**src/psfb_pkg.sv**
```systemverilog
`timescale 1ns / 1ps
// ============================================================================
// psfb_pkg: shared types and constants for the point set fit-to-box block
// Field widths, opcodes, register indexes, sequencer states, divider status.
// ============================================================================
package psfb_pkg;

    localparam int COORD_W    = 32;                  // signed Q16.16 coordinate
    localparam int FRAC_BITS  = 16;                  // fraction bits
    localparam int BOX_W      = 31;                  // unsigned box size
    localparam int MINEXT_W   = 16;                  // minimum extent register
    localparam int FACTOR_W   = 32;                  // unsigned Q16.16 factor
    localparam int DIVIDEND_W = BOX_W + FRAC_BITS;   // box size << FRAC_BITS
    localparam int DIV_CNT_W  = $clog2(DIVIDEND_W + 1);
    localparam int PROD_W     = COORD_W + FACTOR_W;  // magnitude * factor
    localparam int CFG_IDX_W  = 2;

    typedef enum logic [1:0] {
        OP_FIRST     = 2'd0,
        OP_FURTHER   = 2'd1,
        OP_TRANSFORM = 2'd2,
        OP_NOP       = 2'd3
    } op_t;

    typedef enum logic [CFG_IDX_W-1:0] {
        CFG_BOX_WIDTH  = 2'd0,
        CFG_BOX_HEIGHT = 2'd1,
        CFG_FIT_MODE   = 2'd2,
        CFG_MIN_EXTENT = 2'd3
    } cfg_idx_t;

    typedef enum logic [2:0] {
        ST_IDLE,
        ST_DIV_X,
        ST_DIV_Y,
        ST_PICK,
        ST_MUL_X,
        ST_MUL_Y,
        ST_MUL_DRAIN,
        ST_EMIT
    } state_t;

    typedef struct packed {
        logic busy;
        logic done;
    } div_status_t;

endpackage

```
**src/point_set_fit_to_box.sv**
```systemverilog
`timescale 1ns / 1ps
// ============================================================================
// point_set_fit_to_box: two-pass bounding box measure and fit-to-box transform
// Measure transactions grow a bounding box; transform transactions map each
// point into the target box using Q16.16 factors derived once per pass.
// ============================================================================
//
// Channel   Dir  Handshake            Payload
// point     in   point_valid/stall    opcode, x_in, y_in
// result    out  result_valid/stall   x_out, y_out
// cfg       in   cfg_valid/cfg_ready  cfg_index, cfg_data
//
// Measure and no-op transactions finish in the accept cycle; the block stays
// ready. A transform passes through the shared scale unit (x then y) in the
// MUL_X, MUL_Y, MUL_DRAIN and EMIT states, after the bit-serial divider on the
// first transform after measuring. If the result register is still held by
// result_stall, the sequencer waits in its emit state. Reset clears the box,
// factors and registers to their defaults; no clearing pass is needed.
// cfg_ready is always high.
//
module point_set_fit_to_box
    import psfb_pkg::*;
(
    input  logic                       clk,
    input  logic                       rst_n,
    input  logic                       point_valid,
    output logic                       point_stall,
    input  logic [1:0]                 opcode,
    input  logic signed [COORD_W-1:0]  x_in,
    input  logic signed [COORD_W-1:0]  y_in,
    output logic                       result_valid,
    input  logic                       result_stall,
    output logic signed [COORD_W-1:0]  x_out,
    output logic signed [COORD_W-1:0]  y_out,
    input  logic                       cfg_valid,
    output logic                       cfg_ready,
    input  logic [CFG_IDX_W-1:0]       cfg_index,
    input  logic [BOX_W-1:0]           cfg_data
);

    state_t state_reg, state_next;

    // configuration registers
    logic [BOX_W-1:0]    box_width_reg, box_width_next;
    logic [BOX_W-1:0]    box_height_reg, box_height_next;
    logic                fit_mode_reg, fit_mode_next;
    logic [MINEXT_W-1:0] min_extent_reg, min_extent_next;

    // bounding box and factors
    logic signed [COORD_W-1:0] min_x_reg, min_x_next, max_x_reg, max_x_next;
    logic signed [COORD_W-1:0] min_y_reg, min_y_next, max_y_reg, max_y_next;
    logic [FACTOR_W-1:0]       factor_x_reg, factor_x_next;
    logic [FACTOR_W-1:0]       factor_y_reg, factor_y_next;
    logic                      factors_ready_reg, factors_ready_next;

    // transform datapath
    logic signed [COORD_W-1:0] pt_x_reg, pt_x_next, pt_y_reg, pt_y_next;
    logic signed [COORD_W-1:0] res_x_reg, res_x_next;
    logic signed [COORD_W-1:0] x_out_reg, x_out_next, y_out_reg, y_out_next;
    logic                      out_valid_reg, out_valid_next;

    logic                      accept;
    logic [COORD_W-1:0]        ext_x, ext_y;
    logic                      div_start;
    logic [DIVIDEND_W-1:0]     div_dividend;
    logic [FACTOR_W-1:0]       div_divisor;
    div_status_t               div_status;
    logic [FACTOR_W-1:0]       div_quotient;
    logic [FACTOR_W-1:0]       uniform_k;
    logic                      scale_en;
    logic signed [COORD_W-1:0] scale_p, scale_lo, scale_result;
    logic [FACTOR_W-1:0]       scale_f;
    logic                      load_out;

    // extent below the minimum counts as zero (box always keeps min <= max)
    function automatic logic [COORD_W-1:0] extent_of(
        input logic signed [COORD_W-1:0] lo,
        input logic signed [COORD_W-1:0] hi,
        input logic [MINEXT_W-1:0]       min_ext
    );
        logic [COORD_W-1:0] diff;
        diff = COORD_W'(hi - lo);
        return (diff < COORD_W'(min_ext)) ? '0 : diff;
    endfunction

    assign accept      = point_valid && !point_stall;
    assign point_stall = (state_reg != ST_IDLE);
    assign cfg_ready   = 1'b1;
    assign ext_x       = extent_of(min_x_reg, max_x_reg, min_extent_reg);
    assign ext_y       = extent_of(min_y_reg, max_y_reg, min_extent_reg);

    // divider: x axis started from idle, y axis when x finishes
    assign div_dividend = (state_reg == ST_IDLE)
                        ? {box_width_reg, {FRAC_BITS{1'b0}}}
                        : {box_height_reg, {FRAC_BITS{1'b0}}};
    assign div_divisor  = (state_reg == ST_IDLE) ? ext_x : ext_y;

    psfb_div u_div (
        .clk      (clk),
        .rst_n    (rst_n),
        .start    (div_start),
        .dividend (div_dividend),
        .divisor  (div_divisor),
        .status   (div_status),
        .quotient (div_quotient)
    );

    // scale unit: x fed in MUL_X, y in MUL_Y, drained in MUL_DRAIN
    assign scale_en = (state_reg == ST_MUL_X) || (state_reg == ST_MUL_Y)
                   || (state_reg == ST_MUL_DRAIN);
    assign scale_p  = (state_reg == ST_MUL_X) ? pt_x_reg : pt_y_reg;
    assign scale_lo = (state_reg == ST_MUL_X) ? min_x_reg : min_y_reg;
    assign scale_f  = (state_reg == ST_MUL_X) ? factor_x_reg : factor_y_reg;

    psfb_scale u_scale (
        .clk    (clk),
        .en     (scale_en),
        .p      (scale_p),
        .lo     (scale_lo),
        .f      (scale_f),
        .result (scale_result)
    );

    // uniform mode: smaller positive factor, else the only positive one
    always_comb
    begin
        if (factor_x_reg != '0 && factor_y_reg != '0)
            uniform_k = (factor_x_reg < factor_y_reg) ? factor_x_reg : factor_y_reg;
        else if (factor_x_reg != '0)
            uniform_k = factor_x_reg;
        else
            uniform_k = factor_y_reg;
    end

    always_comb
    begin
        state_next         = state_reg;
        box_width_next     = box_width_reg;
        box_height_next    = box_height_reg;
        fit_mode_next      = fit_mode_reg;
        min_extent_next    = min_extent_reg;
        min_x_next         = min_x_reg;
        max_x_next         = max_x_reg;
        min_y_next         = min_y_reg;
        max_y_next         = max_y_reg;
        factor_x_next      = factor_x_reg;
        factor_y_next      = factor_y_reg;
        factors_ready_next = factors_ready_reg;
        pt_x_next          = pt_x_reg;
        pt_y_next          = pt_y_reg;
        res_x_next         = res_x_reg;
        x_out_next         = x_out_reg;
        y_out_next         = y_out_reg;
        out_valid_next     = out_valid_reg && result_stall;
        div_start          = 1'b0;
        load_out           = 1'b0;

        if (cfg_valid && cfg_ready)
        begin
            case (cfg_index)
                CFG_BOX_WIDTH:  box_width_next  = cfg_data;
                CFG_BOX_HEIGHT: box_height_next = cfg_data;
                CFG_FIT_MODE:   fit_mode_next   = cfg_data[0];
                CFG_MIN_EXTENT: min_extent_next = cfg_data[MINEXT_W-1:0];
                default:        ;
            endcase
        end

        case (state_reg)
            ST_IDLE:
            begin
                if (accept)
                begin
                    case (opcode)
                        OP_FIRST:
                        begin
                            min_x_next         = x_in;
                            max_x_next         = x_in;
                            min_y_next         = y_in;
                            max_y_next         = y_in;
                            factors_ready_next = 1'b0;
                        end
                        OP_FURTHER:
                        begin
                            if (max_x_reg < x_in) max_x_next = x_in;
                            if (x_in < min_x_reg) min_x_next = x_in;
                            if (max_y_reg < y_in) max_y_next = y_in;
                            if (y_in < min_y_reg) min_y_next = y_in;
                            factors_ready_next = 1'b0;
                        end
                        OP_TRANSFORM:
                        begin
                            pt_x_next = x_in;
                            pt_y_next = y_in;
                            if (factors_ready_reg)
                                state_next = ST_MUL_X;
                            else
                            begin
                                div_start  = 1'b1;
                                state_next = ST_DIV_X;
                            end
                        end
                        default: ;
                    endcase
                end
            end
            ST_DIV_X:
            begin
                if (div_status.done)
                begin
                    factor_x_next = (ext_x == '0) ? '0 : div_quotient;
                    div_start     = 1'b1;
                    state_next    = ST_DIV_Y;
                end
            end
            ST_DIV_Y:
            begin
                if (div_status.done)
                begin
                    factor_y_next = (ext_y == '0) ? '0 : div_quotient;
                    state_next    = ST_PICK;
                end
            end
            ST_PICK:
            begin
                if (fit_mode_reg)
                begin
                    factor_x_next = uniform_k;
                    factor_y_next = uniform_k;
                end
                factors_ready_next = 1'b1;
                state_next         = ST_MUL_X;
            end
            ST_MUL_X:     state_next = ST_MUL_Y;
            ST_MUL_Y:     state_next = ST_MUL_DRAIN;
            ST_MUL_DRAIN:
            begin
                res_x_next = scale_result;
                state_next = ST_EMIT;
            end
            ST_EMIT:
            begin
                // result register free or being taken this cycle
                if (!out_valid_reg || !result_stall)
                begin
                    load_out   = 1'b1;
                    state_next = ST_IDLE;
                end
            end
            default: state_next = ST_IDLE;
        endcase

        if (load_out)
        begin
            // uniform mode: a degenerate axis sits at half the box
            x_out_next = (fit_mode_reg && ext_x == '0)
                       ? COORD_W'(box_width_reg >> 1) : res_x_reg;
            y_out_next = (fit_mode_reg && ext_y == '0)
                       ? COORD_W'(box_height_reg >> 1) : scale_result;
            out_valid_next = 1'b1;
        end
    end

    always_ff @(posedge clk or negedge rst_n)
    begin
        if (!rst_n)
        begin
            state_reg         <= ST_IDLE;
            box_width_reg     <= BOX_W'(6553600);
            box_height_reg    <= BOX_W'(6553600);
            fit_mode_reg      <= 1'b1;
            min_extent_reg    <= MINEXT_W'(1);
            min_x_reg         <= '0;
            max_x_reg         <= '0;
            min_y_reg         <= '0;
            max_y_reg         <= '0;
            factor_x_reg      <= '0;
            factor_y_reg      <= '0;
            factors_ready_reg <= 1'b0;
            out_valid_reg     <= 1'b0;
        end
        else
        begin
            state_reg         <= state_next;
            box_width_reg     <= box_width_next;
            box_height_reg    <= box_height_next;
            fit_mode_reg      <= fit_mode_next;
            min_extent_reg    <= min_extent_next;
            min_x_reg         <= min_x_next;
            max_x_reg         <= max_x_next;
            min_y_reg         <= min_y_next;
            max_y_reg         <= max_y_next;
            factor_x_reg      <= factor_x_next;
            factor_y_reg      <= factor_y_next;
            factors_ready_reg <= factors_ready_next;
            out_valid_reg     <= out_valid_next;
        end
    end

    always_ff @(posedge clk)
    begin
        pt_x_reg  <= pt_x_next;
        pt_y_reg  <= pt_y_next;
        res_x_reg <= res_x_next;
        x_out_reg <= x_out_next;
        y_out_reg <= y_out_next;
    end

    assign result_valid = out_valid_reg;
    assign x_out        = x_out_reg;
    assign y_out        = y_out_reg;

endmodule

```
**src/psfb_div.sv**
```systemverilog
`timescale 1ns / 1ps
// ============================================================================
// psfb_div: iterative restoring divider
// One quotient bit per cycle; quotient saturates to the factor width.
// ============================================================================
module psfb_div
    import psfb_pkg::*;
(
    input  logic                  clk,
    input  logic                  rst_n,
    input  logic                  start,
    input  logic [DIVIDEND_W-1:0] dividend,
    input  logic [FACTOR_W-1:0]   divisor,
    output div_status_t           status,
    output logic [FACTOR_W-1:0]   quotient
);

    logic [DIVIDEND_W-1:0] work_reg, work_next;
    logic [FACTOR_W:0]     rem_reg, rem_next;
    logic [FACTOR_W-1:0]   dvsr_reg, dvsr_next;
    logic [DIV_CNT_W-1:0]  cnt_reg, cnt_next;
    logic                  done_reg, done_next;
    logic [FACTOR_W:0]     trial;

    always_comb
    begin
        trial     = {rem_reg[FACTOR_W-1:0], work_reg[DIVIDEND_W-1]};
        work_next = work_reg;
        rem_next  = rem_reg;
        dvsr_next = dvsr_reg;
        cnt_next  = cnt_reg;
        done_next = 1'b0;
        if (cnt_reg != '0)
        begin
            if (trial >= {1'b0, dvsr_reg})
            begin
                rem_next  = trial - {1'b0, dvsr_reg};
                work_next = {work_reg[DIVIDEND_W-2:0], 1'b1};
            end
            else
            begin
                rem_next  = trial;
                work_next = {work_reg[DIVIDEND_W-2:0], 1'b0};
            end
            cnt_next  = cnt_reg - 1'b1;
            done_next = (cnt_reg == DIV_CNT_W'(1));
        end
        else if (start)
        begin
            work_next = dividend;
            rem_next  = '0;
            dvsr_next = divisor;
            cnt_next  = DIV_CNT_W'(DIVIDEND_W);
        end
    end

    always_ff @(posedge clk or negedge rst_n)
    begin
        if (!rst_n)
        begin
            cnt_reg  <= '0;
            done_reg <= 1'b0;
        end
        else
        begin
            cnt_reg  <= cnt_next;
            done_reg <= done_next;
        end
    end

    always_ff @(posedge clk)
    begin
        work_reg <= work_next;
        rem_reg  <= rem_next;
        dvsr_reg <= dvsr_next;
    end

    assign status.busy = (cnt_reg != '0);
    assign status.done = done_reg;
    // quotient bits above the factor width mean overflow
    assign quotient = (|work_reg[DIVIDEND_W-1:FACTOR_W]) ? '1 : work_reg[FACTOR_W-1:0];

endmodule

```
**src/psfb_scale.sv**
```systemverilog
`timescale 1ns / 1ps
// ============================================================================
// psfb_scale: shared offset-multiply-saturate unit
// Two register stages: offset magnitude, then product; saturation at output.
// ============================================================================
module psfb_scale
    import psfb_pkg::*;
(
    input  logic                       clk,
    input  logic                       en,
    input  logic signed [COORD_W-1:0]  p,
    input  logic signed [COORD_W-1:0]  lo,
    input  logic [FACTOR_W-1:0]        f,
    output logic signed [COORD_W-1:0]  result
);

    localparam int R_W = PROD_W - FRAC_BITS;

    logic                neg_a_reg;
    logic [COORD_W-1:0]  mag_a_reg;
    logic [FACTOR_W-1:0] f_a_reg;
    logic                neg_b_reg;
    logic [PROD_W-1:0]   prod_b_reg;
    logic                neg;
    logic [COORD_W-1:0]  mag;
    logic [R_W-1:0]      r;
    logic                r_big;

    always_comb
    begin
        neg = (p < lo);
        mag = neg ? COORD_W'(lo - p) : COORD_W'(p - lo);
    end

    always_ff @(posedge clk)
    begin
        if (en)
        begin
            neg_a_reg  <= neg;
            mag_a_reg  <= mag;
            f_a_reg    <= f;
            neg_b_reg  <= neg_a_reg;
            prod_b_reg <= PROD_W'(mag_a_reg) * PROD_W'(f_a_reg);
        end
    end

    // truncate fraction, saturate to the signed output range
    always_comb
    begin
        r     = prod_b_reg[PROD_W-1:FRAC_BITS];
        r_big = |r[R_W-1:COORD_W-1];
        if (neg_b_reg)
            result = r_big ? {1'b1, {(COORD_W-1){1'b0}}} : (COORD_W'(0) - r[COORD_W-1:0]);
        else
            result = r_big ? {1'b0, {(COORD_W-1){1'b1}}} : r[COORD_W-1:0];
    end

endmodule

```
**config.mk**
```make
export PLATFORM = sky130hd
export DESIGN_NAME = point_set_fit_to_box
export DESIGN_NICKNAME = d
export VERILOG_FILES = /design/src/psfb_pkg.sv /design/src/point_set_fit_to_box.sv /design/src/psfb_div.sv /design/src/psfb_scale.sv
export SDC_FILE = /design/constraint.sdc
export NUM_CORES = 2
export LEC_CHECK = 0
export BUFFER_PORTS_ARGS = -buffer_cell sky130_fd_sc_hd__buf_2
export CORE_UTILIZATION = 50
export DETAILED_ROUTE_END_ITERATION = 12
export PLACE_DENSITY = 0.69
export SLEW_MARGIN = 25
export SYNTH_ARGS = -nofsm -noshare
export SYNTH_HDL_FRONTEND = slang
export SYNTH_SLANG_ARGS = --single-unit
```
**constraint.sdc**
```tcl
create_clock -name clk -period 9.6 [get_ports clk]
set_input_delay 0.48 -clock clk [delete_from_list [all_inputs] [get_ports clk]]
set_output_delay 0.48 -clock clk [all_outputs]
set_load 0.005 [all_outputs]
```
==> metrics.md <==
| Metric | Value |
|---|---|
| First-pass GRT wire length | 322000 um |
| CP max stage cell | edfxtp_1 |
| Clock transition at path regs | 0.06 ns |
| Die ar. | 147000 um^2 |
| WL/cell | 21.9 um |
| FF-to-FF End | u_scale.prod_b_reg[63] |
| Max reg flops | 48 |
| FILL cells | 12700 |
| Area of the multi-input gates | 48000 um^2 |
| Drt first pass iters | 6 |
| Final hold viol count | 0 |
| Cells after Synth | 7357 |
| DP HPWL | 162000 um |
| Synthesized area | 72600 um^2 |
| Worst R2R Start | u_scale.mag_a_reg[6] |
| Clock root buffer | clkbuf_16 |
| Post-synth EDFFs | 385 |
| Synth warn | 0 |
| Clock Skew | 0.0360 ns |
| Nets | 8984 |
| Syn_area_per_cell | 9.87 um^2 |
| Critical Path Most Common Cell | fa_1 |
| Overall power | 6.51 mW |
| WHS Endpoint | pt_y_reg[3] |
| Max Clk Rate | 0.109 GHz |
| Worst Setup Path Type | reg2reg |
| Seq. cell area | 18700 um^2 |
| DRC errors left | 0 |
| Worst Setup SP | u_scale.mag_a_reg[6] |
| P&R area growth vs syn | 7.57% |
| Longest Clk Path Bufs | 3 |
| Endpoints failing setup | 0 |
| DR vias | 52800 |
| Syn Nets | 8966 |
| Share of layout cells above drive strength 1 | 0.0905 |
| Design area | 78100 um^2 |
| Final Wtd Congestion | 0.962 |
| Vias in the first global route | 54600 |
| Worst Setup Start Kind | flop |
| Worst Path Max Fanout | 21 |
| Placed Area | 75500 um^2 |
| Cell variety after synth | 85 |
| Leak pwr | 38.1 nW |
| Hold Path Depth | 1 |
| Routed Antenna Nets | 0 |
| Final min period | 9.14 ns |
| Final Cycle Share | 0.953 |
| Io pins | 171 |
| Max-Cap Viols | 0 |
| Reg2reg path depth | 28 |
| Top cells by area, synth | fa_1 25%, edfxtp_1 16%, ha_1 10% |
| Critical Path RT | 10.00 ns |
| CTS tree | yes |
| Drt via density | 5.64 |
| Number of buffers created by CTS | 74 |
| Setup TNS | 0 ns |
| Asr flop ratio synth | 0.424 |
| Clock sinks | 668 |
| Top_reg_cell synth | edfxtp_1 |
| Post-cts resize count | 0 |
| # rows | 139 |
| Grt ovf | 0 |
| Unrepaired setup endpoints after global routing | false |
| Top cell type's share of synthesized area | 0.248 |
| Worst slew margin | 0.291 |
| Sequential area share after synthesis | 0.257 |
| Most common cell after layout, fill and taps aside | inv_1 |
| Commonest non-fill, non-tap cells in the layout | 1242 x inv_1, 900 x fa_1, 725 x nand2_1 |
| WP data arrival | 9.54 ns |
| Largest net degree at the start of global routing | 96 |
| Die W | 383 um |
| CP peak stage delay | 1.01 ns |
| # H-tree levels | 3 |
| Worst-margin pin slew | 1.05 ns |
| Hold path start | y_in[3] |
| Detailed Route WL | 204000 um |
| Synth area leader | fa_1 |
| Outcome | completed |
| Initial antenna violation count | 20 |
| R2R setup slack | 0.46 ns |
| Initial core utilization | 0.505 |
| Critical Path End Type | flop |
| Gr usage total | 0.284 |
| Clock Latency Late Sink | 0.65 ns |
| Seq cells post-synth | 668 |
| DR iter-0 viols | 4018 |
| Die Ht | 383 um |
| # port buffers | 169 |
| Hold Path Class | in2reg |
| Core area | 144000 um^2 |
| Final Max Slew Viols | 0 |
| Peak VDD IR | 0.000193 V |
| Power per cell area | 83.4 nW/um^2 |
==> synth_stat cells (32+ instances only) <==
library cell  instances
and2_1              630
clkbuf_1            327
nor2_1              273
mux2i_1             144
dfrtp_1             275
a21oi_1             272
nand4_1              59
ha_1                605
edfxtp_1            385
nor4_1               33
nand2_1             727
fa_1                900
xor2_1               72
o22ai_1              32
nor3_1               36
o21bai_1             40
mux2_2              184
a21o_1              165
o221ai_1             32
o21ai_0             216
a31oi_1              67
nand2b_1             35
nor2b_1              54
inv_1              1243
nand3_1              60
xnor2_1             113
==> what timing repair did <==
item / 4_1_cts / 5_1_grt
endpoints found under the hold margin: 79 / 0
hold buffers: 1 / 0
endpoints found under the setup margin: 0 / 1
buffers inserted: 0 / 4
==> report_power, final <==
part           switching [mW]  leakage [nW]  internal, mW  total (mW)
clock network            1.28          1.19          1.63        2.90
logic                   0.214          29.9         0.193       0.406
registers              0.0668          6.95          3.14        3.20
==> through the flow <==
| stage | worst slack (ns) | instances | utilization | hold slack [ns] |
|---|---|---|---|---|
| after floorplan | 1.88 | 7357 | - | 0.184 |
| after global placement | 0.562 | 9193 | 0.525 | 0.409 |
| after detailed placement | 0.389 | 9195 | 0.525 | 0.405 |
| after CTS | 0.337 | 9332 | 0.542 | 0.0383 |
| after global routing | 0.0476 | 9346 | 0.543 | 0.0525 |
| final | 0.456 | 9352 | 0.543 | 0.0680 |
==> critical path: cells and delay by family, from the launching register on <==
family | cells | cell delay (ns)
AO/OA/AOI/OAI | 9 | 2.78
adder cells (fa/ha/maj) | 9 | 3.99
buffers and inverters | 6 | 0.46
AND/OR/NAND/NOR | 3 | 0.55
flip-flops | 1 | 1.01
XOR/XNOR | 1 | 0.12
==> logic make-up after synthesis <==
kind of cell	Yosys count	synth area share
other	1	0.0000517
DFF	668	0.257
adders and majority gates	1505	0.353
AOI/OAI and AO/OA	1044	0.0923
muxes	357	0.0544
buffers and inverters	1590	0.0830
and+or+nand+nor	2007	0.138
xor gates and xnor gates	185	0.0223
==> per-layer routing <==
layer | vias up | global-route usage | part of all wire
met5 | - | 0 | 0.00035
li1 | 23900 | - | -
met4 | 8 | 0.0961 | 0.037
met1 | 26700 | 0.390 | 0.42
met2 | 1819 | 0.460 | 0.47
met3 | 325 | 0.0440 | 0.072
==> cell type report <==
class	count	share of cell area
well taps	1903	0.0305
inverters	1243	0.0598
clock buffers	100	0.0265
diodes	14	0.000449
flip-flops and latches	668	0.239
repair buffers	289	0.0239
clock inverters	36	0.00495
multi-input cells	5099	0.615
==> worst max path at each step <==
stage                                   endpoint  slack (ns)  depth (start not counted)
after global placement    u_scale.prod_b_reg[63]        0.56                         28
after global routing      u_scale.prod_b_reg[63]        0.05                         28
after floorplan           u_scale.prod_b_reg[63]        1.88                         27
after detailed placement  u_scale.prod_b_reg[63]        0.39                         28
after CTS                 u_scale.prod_b_reg[63]        0.34                         29
final                     u_scale.prod_b_reg[63]        0.46                         28
No activity file was read; power rests on OpenSTA's default activity.
